### src/rtl/hrrn_job_dispatcher_assert.svh
// ----------------------------------------------------------------------------
// HRRN dispatcher assertion macros
// Concurrent checks on clk, disabled while rst_n is low; empty in synthesis.
// ----------------------------------------------------------------------------
`ifndef HRRN_JOB_DISPATCHER_ASSERT_SVH
`define HRRN_JOB_DISPATCHER_ASSERT_SVH

`ifndef SYNTHESIS
`define HRRN_CHK(lbl, ante, cons) \
  lbl: assert property (@(posedge clk) disable iff (!rst_n) (ante) |-> (cons)) \
    else $error("hrrn check failed");
`define HRRN_NEXT(lbl, ante, cons) \
  lbl: assert property (@(posedge clk) disable iff (!rst_n) (ante) |=> (cons)) \
    else $error("hrrn next-cycle check failed");
`else
`define HRRN_CHK(lbl, ante, cons)
`define HRRN_NEXT(lbl, ante, cons)
`endif

`endif

### src/rtl/hrrn_pkg.sv
// ----------------------------------------------------------------------------
// HRRN dispatcher package
// Field widths, action codes, sequencer states and divider status type.
// ----------------------------------------------------------------------------
package hrrn_pkg;

  localparam int TIME_W     = 32;
  localparam int ID_IN_W    = 10;
  localparam int BURST_IN_W = 16;
  localparam int IN_DATA_W  = 32;
  localparam int OUT_DATA_W = 48;
  localparam int OUT_PAD_W  = 4;
  localparam int NUM_W      = 33;

  localparam logic ACT_ARRIVAL = 1'b0;
  localparam logic ACT_TICK    = 1'b1;

  typedef enum logic [3:0] {
    ST_IDLE,
    ST_RD,
    ST_LATCH,
    ST_DIVGO,
    ST_DIV,
    ST_PICK,
    ST_SHIFT_RD,
    ST_SHIFT_WR,
    ST_REPORT
  } hrrn_state_t;

  typedef struct packed {
    logic busy;
    logic done;
  } div_rsp_t;

endpackage

### src/rtl/hrrn_ram.sv
// ----------------------------------------------------------------------------
// HRRN generic RAM
// One write port, one read port with registered read data.
// ----------------------------------------------------------------------------
module hrrn_ram #(
  parameter int WIDTH  = 8,
  parameter int DEPTH  = 16,
  parameter int ADDR_W = (DEPTH > 1) ? $clog2(DEPTH) : 1
) (
  input  logic              clk,
  input  logic              we,
  input  logic [ADDR_W-1:0] waddr,
  input  logic [WIDTH-1:0]  wdata,
  input  logic [ADDR_W-1:0] raddr,
  output logic [WIDTH-1:0]  rdata
);

  logic [WIDTH-1:0] mem [DEPTH];
  logic [WIDTH-1:0] rdata_r;

  always_ff @(posedge clk) begin
    if (we) begin
      mem[waddr] <= wdata;
    end
    rdata_r <= mem[raddr];
  end

  assign rdata = rdata_r;

endmodule

### src/rtl/hrrn_div.sv
// ----------------------------------------------------------------------------
// HRRN serial divider
// Restoring division, one quotient bit per cycle, shared by all ratio checks.
// ----------------------------------------------------------------------------
module hrrn_div import hrrn_pkg::*; #(
  parameter int N_W = 33,
  parameter int D_W = 16
) (
  input  logic           clk,
  input  logic           rst_n,
  input  logic           start,
  input  logic [N_W-1:0] num,
  input  logic [D_W-1:0] den,
  output div_rsp_t       rsp,
  output logic [N_W-1:0] quo
);

  localparam int CNT_W = $clog2(N_W + 1);

  logic             busy_r, busy_nxt;
  logic             done_r, done_nxt;
  logic [CNT_W-1:0] cnt_r, cnt_nxt;
  logic [N_W-1:0]   qn_r, qn_nxt;
  logic [D_W-1:0]   rem_r, rem_nxt;
  logic [D_W-1:0]   den_r, den_nxt;
  logic [D_W:0]     trial;
  logic [D_W:0]     diff;
  logic             ge;

  assign trial = {rem_r, qn_r[N_W-1]};
  assign diff  = trial - {1'b0, den_r};
  assign ge    = (trial >= {1'b0, den_r});

  always_comb begin
    busy_nxt = busy_r;
    done_nxt = 1'b0;
    cnt_nxt  = cnt_r;
    qn_nxt   = qn_r;
    rem_nxt  = rem_r;
    den_nxt  = den_r;
    if (start) begin
      busy_nxt = 1'b1;
      cnt_nxt  = CNT_W'(N_W);
      qn_nxt   = num;
      rem_nxt  = '0;
      den_nxt  = den;
    end else if (busy_r) begin
      rem_nxt = ge ? diff[D_W-1:0] : trial[D_W-1:0];
      qn_nxt  = {qn_r[N_W-2:0], ge};
      cnt_nxt = cnt_r - CNT_W'(1);
      if (cnt_r == CNT_W'(1)) begin
        busy_nxt = 1'b0;
        done_nxt = 1'b1;
      end
    end
  end

  always_ff @(posedge clk) begin
    if (!rst_n) begin
      busy_r <= 1'b0;
      done_r <= 1'b0;
      cnt_r  <= '0;
    end else begin
      busy_r <= busy_nxt;
      done_r <= done_nxt;
      cnt_r  <= cnt_nxt;
    end
  end

  always_ff @(posedge clk) begin
    qn_r  <= qn_nxt;
    rem_r <= rem_nxt;
    den_r <= den_nxt;
  end

  assign rsp.busy = busy_r;
  assign rsp.done = done_r;
  assign quo      = qn_r;

endmodule

### src/rtl/hrrn_job_dispatcher.sv
// ----------------------------------------------------------------------------
// HRRN job dispatcher
// Non-preemptive highest-response-ratio-next dispatcher with a wait queue.
// ----------------------------------------------------------------------------
// Input requests come on in_*; in_tuser selects arrival (0) or tick (1).
// An arrival queues job_id and burst_len stamped with the current slot;
// with the queue full it is dropped and a sticky flag set.
// A tick releases a finished job, and if the machine is free it scans the
// queue, computing (now - stamp + burst) / burst for each waiting job in one
// shared serial divider, picks the largest (earliest on a tie), then closes
// the gap in the queue one entry at a time, each read and then written back
// one place up. For each job the scan reads the entry, latches it and runs
// the divider. in_tready is low while a tick is in work. Each tick gives one
// report on out_* held in an output register; the next arrival is taken
// while a report waits, and a tick that finishes while out_tready is low
// holds until the report drains.
// Reset clears time, the machine state, the queue count and the drop flag;
// the queue memory needs no clearing.
// ----------------------------------------------------------------------------
`include "hrrn_job_dispatcher_assert.svh"

module hrrn_job_dispatcher import hrrn_pkg::*; #(
  parameter int QUEUE_DEPTH = 16,
  parameter int ID_BITS     = 10,
  parameter int BURST_BITS  = 16
) (
  input  logic                  clk,
  input  logic                  rst_n,
  input  logic                  in_tvalid,
  output logic                  in_tready,
  input  logic [IN_DATA_W-1:0]  in_tdata,   // job_id[9:0], burst_len[25:10], zero pad
  input  logic                  in_tuser,   // action
  output logic                  out_tvalid,
  input  logic                  out_tready,
  output logic [OUT_DATA_W-1:0] out_tdata   // slot_time[31:0], busy_res[32],
                                            // running_id[42:33], dropped[43], zero pad
);

  localparam int IDW     = (ID_BITS < ID_IN_W) ? ID_BITS : ID_IN_W;
  localparam int BW      = (BURST_BITS < BURST_IN_W) ? BURST_BITS : BURST_IN_W;
  localparam int AW      = (QUEUE_DEPTH > 1) ? $clog2(QUEUE_DEPTH) : 1;
  localparam int CW      = $clog2(QUEUE_DEPTH + 1);
  localparam int ENTRY_W = IDW + TIME_W + BW;

  hrrn_state_t           state_r, state_nxt;
  logic [TIME_W-1:0]     time_r, time_nxt;
  logic                  busy_r, busy_nxt;
  logic [IDW-1:0]        cur_r, cur_nxt;
  logic [TIME_W-1:0]     fin_r, fin_nxt;
  logic [CW-1:0]         cnt_r, cnt_nxt;
  logic                  drop_r, drop_nxt;
  logic                  out_tvalid_r, out_tvalid_nxt;
  logic [OUT_DATA_W-1:0] out_tdata_r, out_tdata_nxt;
  logic [CW-1:0]         idx_r, idx_nxt;
  logic [CW-1:0]         best_idx_r, best_idx_nxt;
  logic [NUM_W-1:0]      best_q_r, best_q_nxt;
  logic [IDW-1:0]        best_id_r, best_id_nxt;
  logic [BW-1:0]         best_burst_r, best_burst_nxt;
  logic [TIME_W-1:0]     age_r, age_nxt;
  logic [BW-1:0]         ent_burst_r, ent_burst_nxt;
  logic [IDW-1:0]        ent_id_r, ent_id_nxt;

  logic                  in_fire;
  logic                  is_tick;
  logic                  q_full;
  logic                  busy_after;
  logic                  out_free;
  logic [CW-1:0]         idx_inc;
  logic [CW-1:0]         best_inc;
  logic [BW-1:0]         in_burst;
  logic [BW-1:0]         in_burst_fix;
  logic [IDW-1:0]        in_id;
  logic                  ram_we;
  logic [AW-1:0]         ram_waddr;
  logic [ENTRY_W-1:0]    ram_wdata;
  logic [AW-1:0]         ram_raddr;
  logic [ENTRY_W-1:0]    ram_rdata;
  logic [BW-1:0]         rd_burst;
  logic [TIME_W-1:0]     rd_stamp;
  logic [IDW-1:0]        rd_id;
  logic                  div_start;
  logic [NUM_W-1:0]      div_num;
  div_rsp_t              div_rsp;
  logic [NUM_W-1:0]      div_quo;
  logic [ID_IN_W-1:0]    rep_id;

  assign in_tready    = (state_r == ST_IDLE);
  assign in_fire      = in_tvalid && in_tready;
  assign is_tick      = (in_tuser == ACT_TICK);
  assign q_full       = (cnt_r == CW'(QUEUE_DEPTH));
  assign busy_after   = busy_r && (time_r != fin_r);
  assign out_free     = !out_tvalid_r || out_tready;
  assign idx_inc      = idx_r + CW'(1);
  assign best_inc     = best_idx_r + CW'(1);
  assign in_id        = in_tdata[IDW-1:0];
  assign in_burst     = in_tdata[ID_IN_W +: BW];
  assign in_burst_fix = (in_burst == '0) ? BW'(1) : in_burst;

  assign rd_burst = ram_rdata[BW-1:0];
  assign rd_stamp = ram_rdata[BW +: TIME_W];
  assign rd_id    = ram_rdata[BW+TIME_W +: IDW];

  assign ram_we    = (in_fire && !is_tick && !q_full) || (state_r == ST_SHIFT_WR);
  assign ram_waddr = (state_r == ST_SHIFT_WR) ? idx_r[AW-1:0] : cnt_r[AW-1:0];
  assign ram_wdata = (state_r == ST_SHIFT_WR) ? ram_rdata : {in_id, time_r, in_burst_fix};
  assign ram_raddr = (state_r == ST_SHIFT_RD) ? idx_inc[AW-1:0] : idx_r[AW-1:0];

  assign div_start = (state_r == ST_DIVGO);
  assign div_num   = NUM_W'(age_r) + NUM_W'(ent_burst_r);
  assign rep_id    = busy_r ? ID_IN_W'(cur_r) : '0;

  hrrn_ram #(
    .WIDTH (ENTRY_W),
    .DEPTH (QUEUE_DEPTH)
  ) u_queue (
    .clk   (clk),
    .we    (ram_we),
    .waddr (ram_waddr),
    .wdata (ram_wdata),
    .raddr (ram_raddr),
    .rdata (ram_rdata)
  );

  hrrn_div #(
    .N_W (NUM_W),
    .D_W (BW)
  ) u_div (
    .clk   (clk),
    .rst_n (rst_n),
    .start (div_start),
    .num   (div_num),
    .den   (ent_burst_r),
    .rsp   (div_rsp),
    .quo   (div_quo)
  );

  always_comb begin
    state_nxt = state_r;
    case (state_r)
      ST_IDLE: begin
        if (in_fire && is_tick) begin
          state_nxt = (!busy_after && (cnt_r != '0)) ? ST_RD : ST_REPORT;
        end
      end
      ST_RD:    state_nxt = ST_LATCH;
      ST_LATCH: state_nxt = ST_DIVGO;
      ST_DIVGO: state_nxt = ST_DIV;
      ST_DIV: begin
        if (div_rsp.done) begin
          state_nxt = (idx_inc < cnt_r) ? ST_RD : ST_PICK;
        end
      end
      ST_PICK:     state_nxt = (best_inc < cnt_r) ? ST_SHIFT_RD : ST_REPORT;
      ST_SHIFT_RD: state_nxt = ST_SHIFT_WR;
      ST_SHIFT_WR: state_nxt = (idx_inc < cnt_r) ? ST_SHIFT_RD : ST_REPORT;
      ST_REPORT: begin
        if (out_free) begin
          state_nxt = ST_IDLE;
        end
      end
      default: state_nxt = ST_IDLE;
    endcase
  end

  always_comb begin
    time_nxt       = time_r;
    busy_nxt       = busy_r;
    cur_nxt        = cur_r;
    fin_nxt        = fin_r;
    cnt_nxt        = cnt_r;
    drop_nxt       = drop_r;
    out_tvalid_nxt = out_tvalid_r && !out_tready;
    out_tdata_nxt  = out_tdata_r;
    idx_nxt        = idx_r;
    best_idx_nxt   = best_idx_r;
    best_q_nxt     = best_q_r;
    best_id_nxt    = best_id_r;
    best_burst_nxt = best_burst_r;
    age_nxt        = age_r;
    ent_burst_nxt  = ent_burst_r;
    ent_id_nxt     = ent_id_r;
    case (state_r)
      ST_IDLE: begin
        if (in_fire) begin
          if (is_tick) begin
            busy_nxt = busy_after;
            idx_nxt  = '0;
          end else if (q_full) begin
            drop_nxt = 1'b1;
          end else begin
            cnt_nxt = cnt_r + CW'(1);
          end
        end
      end
      ST_LATCH: begin
        age_nxt       = time_r - rd_stamp;
        ent_burst_nxt = rd_burst;
        ent_id_nxt    = rd_id;
      end
      ST_DIV: begin
        if (div_rsp.done) begin
          if ((idx_r == '0) || (div_quo > best_q_r)) begin
            best_q_nxt     = div_quo;
            best_idx_nxt   = idx_r;
            best_id_nxt    = ent_id_r;
            best_burst_nxt = ent_burst_r;
          end
          idx_nxt = idx_inc;
        end
      end
      ST_PICK: begin
        busy_nxt = 1'b1;
        cur_nxt  = best_id_r;
        fin_nxt  = time_r + TIME_W'(best_burst_r);
        cnt_nxt  = cnt_r - CW'(1);
        idx_nxt  = best_idx_r;
      end
      ST_SHIFT_WR: idx_nxt = idx_inc;
      ST_REPORT: begin
        if (out_free) begin
          out_tvalid_nxt = 1'b1;
          out_tdata_nxt  = {{OUT_PAD_W{1'b0}}, drop_r, rep_id, busy_r, time_r};
          drop_nxt       = 1'b0;
          time_nxt       = time_r + TIME_W'(1);
        end
      end
      default: begin
      end
    endcase
  end

  always_ff @(posedge clk) begin
    if (!rst_n) begin
      state_r      <= ST_IDLE;
      time_r       <= '0;
      busy_r       <= 1'b0;
      cur_r        <= '0;
      fin_r        <= '0;
      cnt_r        <= '0;
      drop_r       <= 1'b0;
      out_tvalid_r <= 1'b0;
    end else begin
      state_r      <= state_nxt;
      time_r       <= time_nxt;
      busy_r       <= busy_nxt;
      cur_r        <= cur_nxt;
      fin_r        <= fin_nxt;
      cnt_r        <= cnt_nxt;
      drop_r       <= drop_nxt;
      out_tvalid_r <= out_tvalid_nxt;
    end
  end

  always_ff @(posedge clk) begin
    out_tdata_r  <= out_tdata_nxt;
    idx_r        <= idx_nxt;
    best_idx_r   <= best_idx_nxt;
    best_q_r     <= best_q_nxt;
    best_id_r    <= best_id_nxt;
    best_burst_r <= best_burst_nxt;
    age_r        <= age_nxt;
    ent_burst_r  <= ent_burst_nxt;
    ent_id_r     <= ent_id_nxt;
  end

  assign out_tvalid = out_tvalid_r;
  assign out_tdata  = out_tdata_r;

  `HRRN_CHK(a_cnt_range, 1'b1, cnt_r <= CW'(QUEUE_DEPTH))
  `HRRN_CHK(a_scan_idx, state_r == ST_RD, idx_r < cnt_r)
  `HRRN_CHK(a_idle_id, out_tvalid_r && !out_tdata_r[TIME_W], out_tdata_r[TIME_W+1 +: ID_IN_W] == '0)
  `HRRN_NEXT(a_report_load, state_r == ST_REPORT && out_free, out_tvalid_r && state_r == ST_IDLE)
  `HRRN_NEXT(a_pick_busy, state_r == ST_PICK, busy_r)

endmodule
### config.mk
export PLATFORM = sky130hd
export DESIGN_NAME = hrrn_job_dispatcher
export DESIGN_NICKNAME = d
export VERILOG_FILES = /design/src/rtl/hrrn_pkg.sv /design/src/rtl/hrrn_ram.sv /design/src/rtl/hrrn_div.sv /design/src/rtl/hrrn_job_dispatcher.sv
export VERILOG_INCLUDE_DIRS = /design/src /design/src/rtl
export SDC_FILE = /design/constraint.sdc
export NUM_CORES = 2
export LEC_CHECK = 0
export BUFFER_PORTS_ARGS = -buffer_cell sky130_fd_sc_hd__clkbuf_2
export CORE_ASPECT_RATIO = 0.9
export CORE_UTILIZATION = 63
export DETAILED_ROUTE_END_ITERATION = 10
export PLACE_DENSITY = 0.79
export SYNTH_ARGS = -nofsm -noshare
export SYNTH_HDL_FRONTEND = slang
export SYNTH_SLANG_ARGS = --single-unit
export TNS_END_PERCENT = 100
### constraint.sdc
create_clock -name clk -period 9.9 [get_ports clk]
set_input_delay 0.99 -clock clk [delete_from_list [all_inputs] [get_ports clk]]
set_output_delay 0.99 -clock clk [all_outputs]
set_load 0.005 [all_outputs]
==> impl_metrics.toml <==
[status]
status = "finished, final reports clean"

[place]
place_congestion = 0.945
place_hpwl_um = 73400
dp.cells = 4348
numPortBuffers = 76
placed_area_um2 = 56200

[cts]
cts_tree = "yes"
postCtsSetupBuffers = 0
hold_buffers = 0
clk_path_buf_depth = 3
clock_latency_ns = 0.75
cts_sinks = 1316
clkTransAtPathRegs_ns = 0.06
cts.htree.levels = 4
cts.repair.resized = 0
cts_root_buf = "clkbuf_16"
cts_made_buffers = 130

[timing]
relSlewSlack_pct = 12.5
rsz0062_at_grt = "false"
worst_pin_slew_ns = 1.31
slew_viol_final = 0
fin_crit_sh_pct = 51.6
setup_viol = 0
tns_ns = 0
hold_viol = 0
skew_ns = 0.0326
period_minus_slack_ns = 5.11
hold-worst-slack_ns = 0.423
max_freq_mhz = 196

[setup_path]
cp.required_ns = 10.25
cp_top_family = "simple AND/OR/NAND/NOR gates"
worstPathCellList = "nor2_2, nand2_1, nor3b_1, a21boi_0, a32oi_1, nor2_4, buf_4"
crit_type = "flip-flop to flip-flop"
path_buf_inv = 1
slowest_stage = "nor2_4"
start_kind = "flip-flop"
arrival_ns = 5.46
slowest_delay_ns = 0.87
worstSetupEndpointType = "flip-flop"
cp_max_fo = 37

[logic_synthesis]
synth_edf_count = 1148
synth_top_area_share_pct = 63.4
yosysTopAreaCell = "edfxtp_1"
yosysMostFrequentCell = "edfxtp_1"
avgSynthCellArea_um2 = 16.8
yosysWarnings = 0
synth_cell_types = 78
netlist_instances = 3230
synth.area.top_cells = "edfxtp_1 (63%), mux4_2 (12%), dfxtp_1 (6.2%)"
synth_seq_area_share_pct = 69.5
synthTopCellsByCount = "edfxtp_1 (1148), mux4_2 (290), nand2_1 (192), dfxtp_1 (168), nor2_1 (142)"
async_reset_ff_share_pct = 0
synth_seq_cells = 1316
synth_area_um2 = 54400
synth_flop_cell = "edfxtp_1"

[floorplanning]
start_util_pct = 64.1
die_area_um2 = 87600
die_w_um = 312
num_io_pins = 87
core_area_um2 = 84900
die_h_um = 281
rows = 101

[final_layout]
regArea_um2 = 37800
fin_nets = 3519
syn_to_final_growth_pct = 10.9
drive_gt1_share_pct = 19.8
design_area_um2 = 60400
final_cells = 4583
multiInputGateArea_um2 = 15600
n_antenna_cell = 0
fillers = 4983

[grt]
globalRouteTotalUtil_pct = 30.8
met3_usage_pct = 6.25
grt_pass1_wl_um = 196000
grt.met2_usage_pct = 49.4
antenna_found_initial = 3
grt_pass1_vias = 30700
grt-ovfl-total = 0
grt_max_degree = 98
gr-usage-met1_pct = 42.0
busiest_layer = "met2"

[routing]
drc = 0
antenna_left = 0
avgRoutedWirePerCell_um = 29.0
drt_iter0_markers = 3819
vias_per_cell = 6.67
wl_um = 133000
num_vias = 30600
drt-pass1-iter-count = 8

[pwr]
power_density_nw_per_um2 = 190
power_leakage_nw = 21.7
ir_worst_vdd_v = 0.000176

[worst_hold_path]
min_path_type = "flip-flop to flip-flop"

[job]
maxCapViolCount = 0
==> metrics by stage <==
step | util (%) | power (W) | setup slack, ns
after global routing | 71.1 | 0.0117 | 4.61
after detailed placement | 66.2 | 0.00672 | 4.96
final | 71.1 | 0.0114 | 4.79
after CTS | 71.1 | 0.0115 | 4.91
after floorplan | - | 0.00657 | 4.86
after global placement | 66.2 | 0.00669 | 5.15
==> logic make-up after synthesis <==
logic type               after synthesis  synth area share, %
adder cells (fa/ha/maj)              134                 3.15
AO/OA/AOI/OAI                        434                 4.80
other                                  1              0.00689
XOR/XNOR                             161                 2.61
AND/OR/NAND/NOR                      571                 4.98
multiplexers                         328                 12.8
buffers and inverters                285                 2.15
flip-flops                          1316                 69.5
==> power breakdown <==
part	internal, W	leakage, nW	switching, W	total (W)
clock	0.00276	2.06	0.00208	0.00483
sequential	0.00606	12.7	0.0000474	0.00611
combinational	0.000204	6.87	0.000306	0.000510
total	0.00902	21.7	0.00243	0.0114
==> sequential cells by signal, indices dropped and copies added (netlist names), 4 cells and up <==
register and cells:
u_queue.mem 928, u_div.den_r 16, u_div.rem_r 16, u_div.quo 33
best_idx_r 5, time_r 32, best_burst_r 16, ent_id_r 10
out_tdata 44, cnt_r 5, best_id_r 10, fin_r 32
idx_r 5, u_queue.rdata 58, ent_burst_r 16, age_r 32
state_r 4, cur_r 10, u_div.cnt_r 6, best_q_r 33
==> cells in the final DEF (no fill, tap or decap), drive strengths merged, types with 15 or more instances in the layout <==
cell type     n
clkbuf      246
nand4        37
edfxtp     1148
xor2         43
and2         18
nand2       193
inv         139
mux4        290
mux2         31
a21o         44
a211oi       25
a21oi       135
nor2        145
o211ai       15
nor3         37
a31oi        21
clkinv       52
nand2b       17
or3          23
dfxtp       168
buf          57
ha          129
o21ai       132
nand3        40
xnor2       118
==> cell type report <==
| type | count | share of cell area [%] |
|---|---|---|
| Clock buffer | 170 | 5.89 |
| Clock inverter | 64 | 0.989 |
| Inverter | 135 | 0.839 |
| Multi-Input combinational cell | 1632 | 25.9 |
| Sequential cell | 1316 | 62.7 |
| Tap cell | 1133 | 2.35 |
| Timing Repair Buffer | 133 | 1.38 |
==> per-layer routing <==
| layer | wire (um) | share of wire (%) |
|---|---|---|
| met1 | 50200 | 38 |
| met2 | 64900 | 49 |
| met3 | 13000 | 9.8 |
| met4 | 4890 | 3.7 |
| met5 | 22 | 0.017 |
==> worst paths after layout <==
check,startpoint,to,slack (ns),cells past startpoint
min,ent_id_r[3],best_id_r[3],0.42,0
max reg2reg,state_r[1],u_queue.mem[12][25],4.79,7
max,state_r[1],u_queue.mem[12][25],4.79,7
min reg2reg,ent_id_r[3],best_id_r[3],0.42,0
==> worst register-to-register path, delay by kind of cell, from the launching register on <==
kind,cells,cell delay (ns)
AND/OR/NAND/NOR,4,2.44
AO/OA/AOI/OAI,2,0.87
buffers and inverters,1,0.85
flip-flops,1,0.52
No activity file was read; power rests on OpenSTA's default activity.
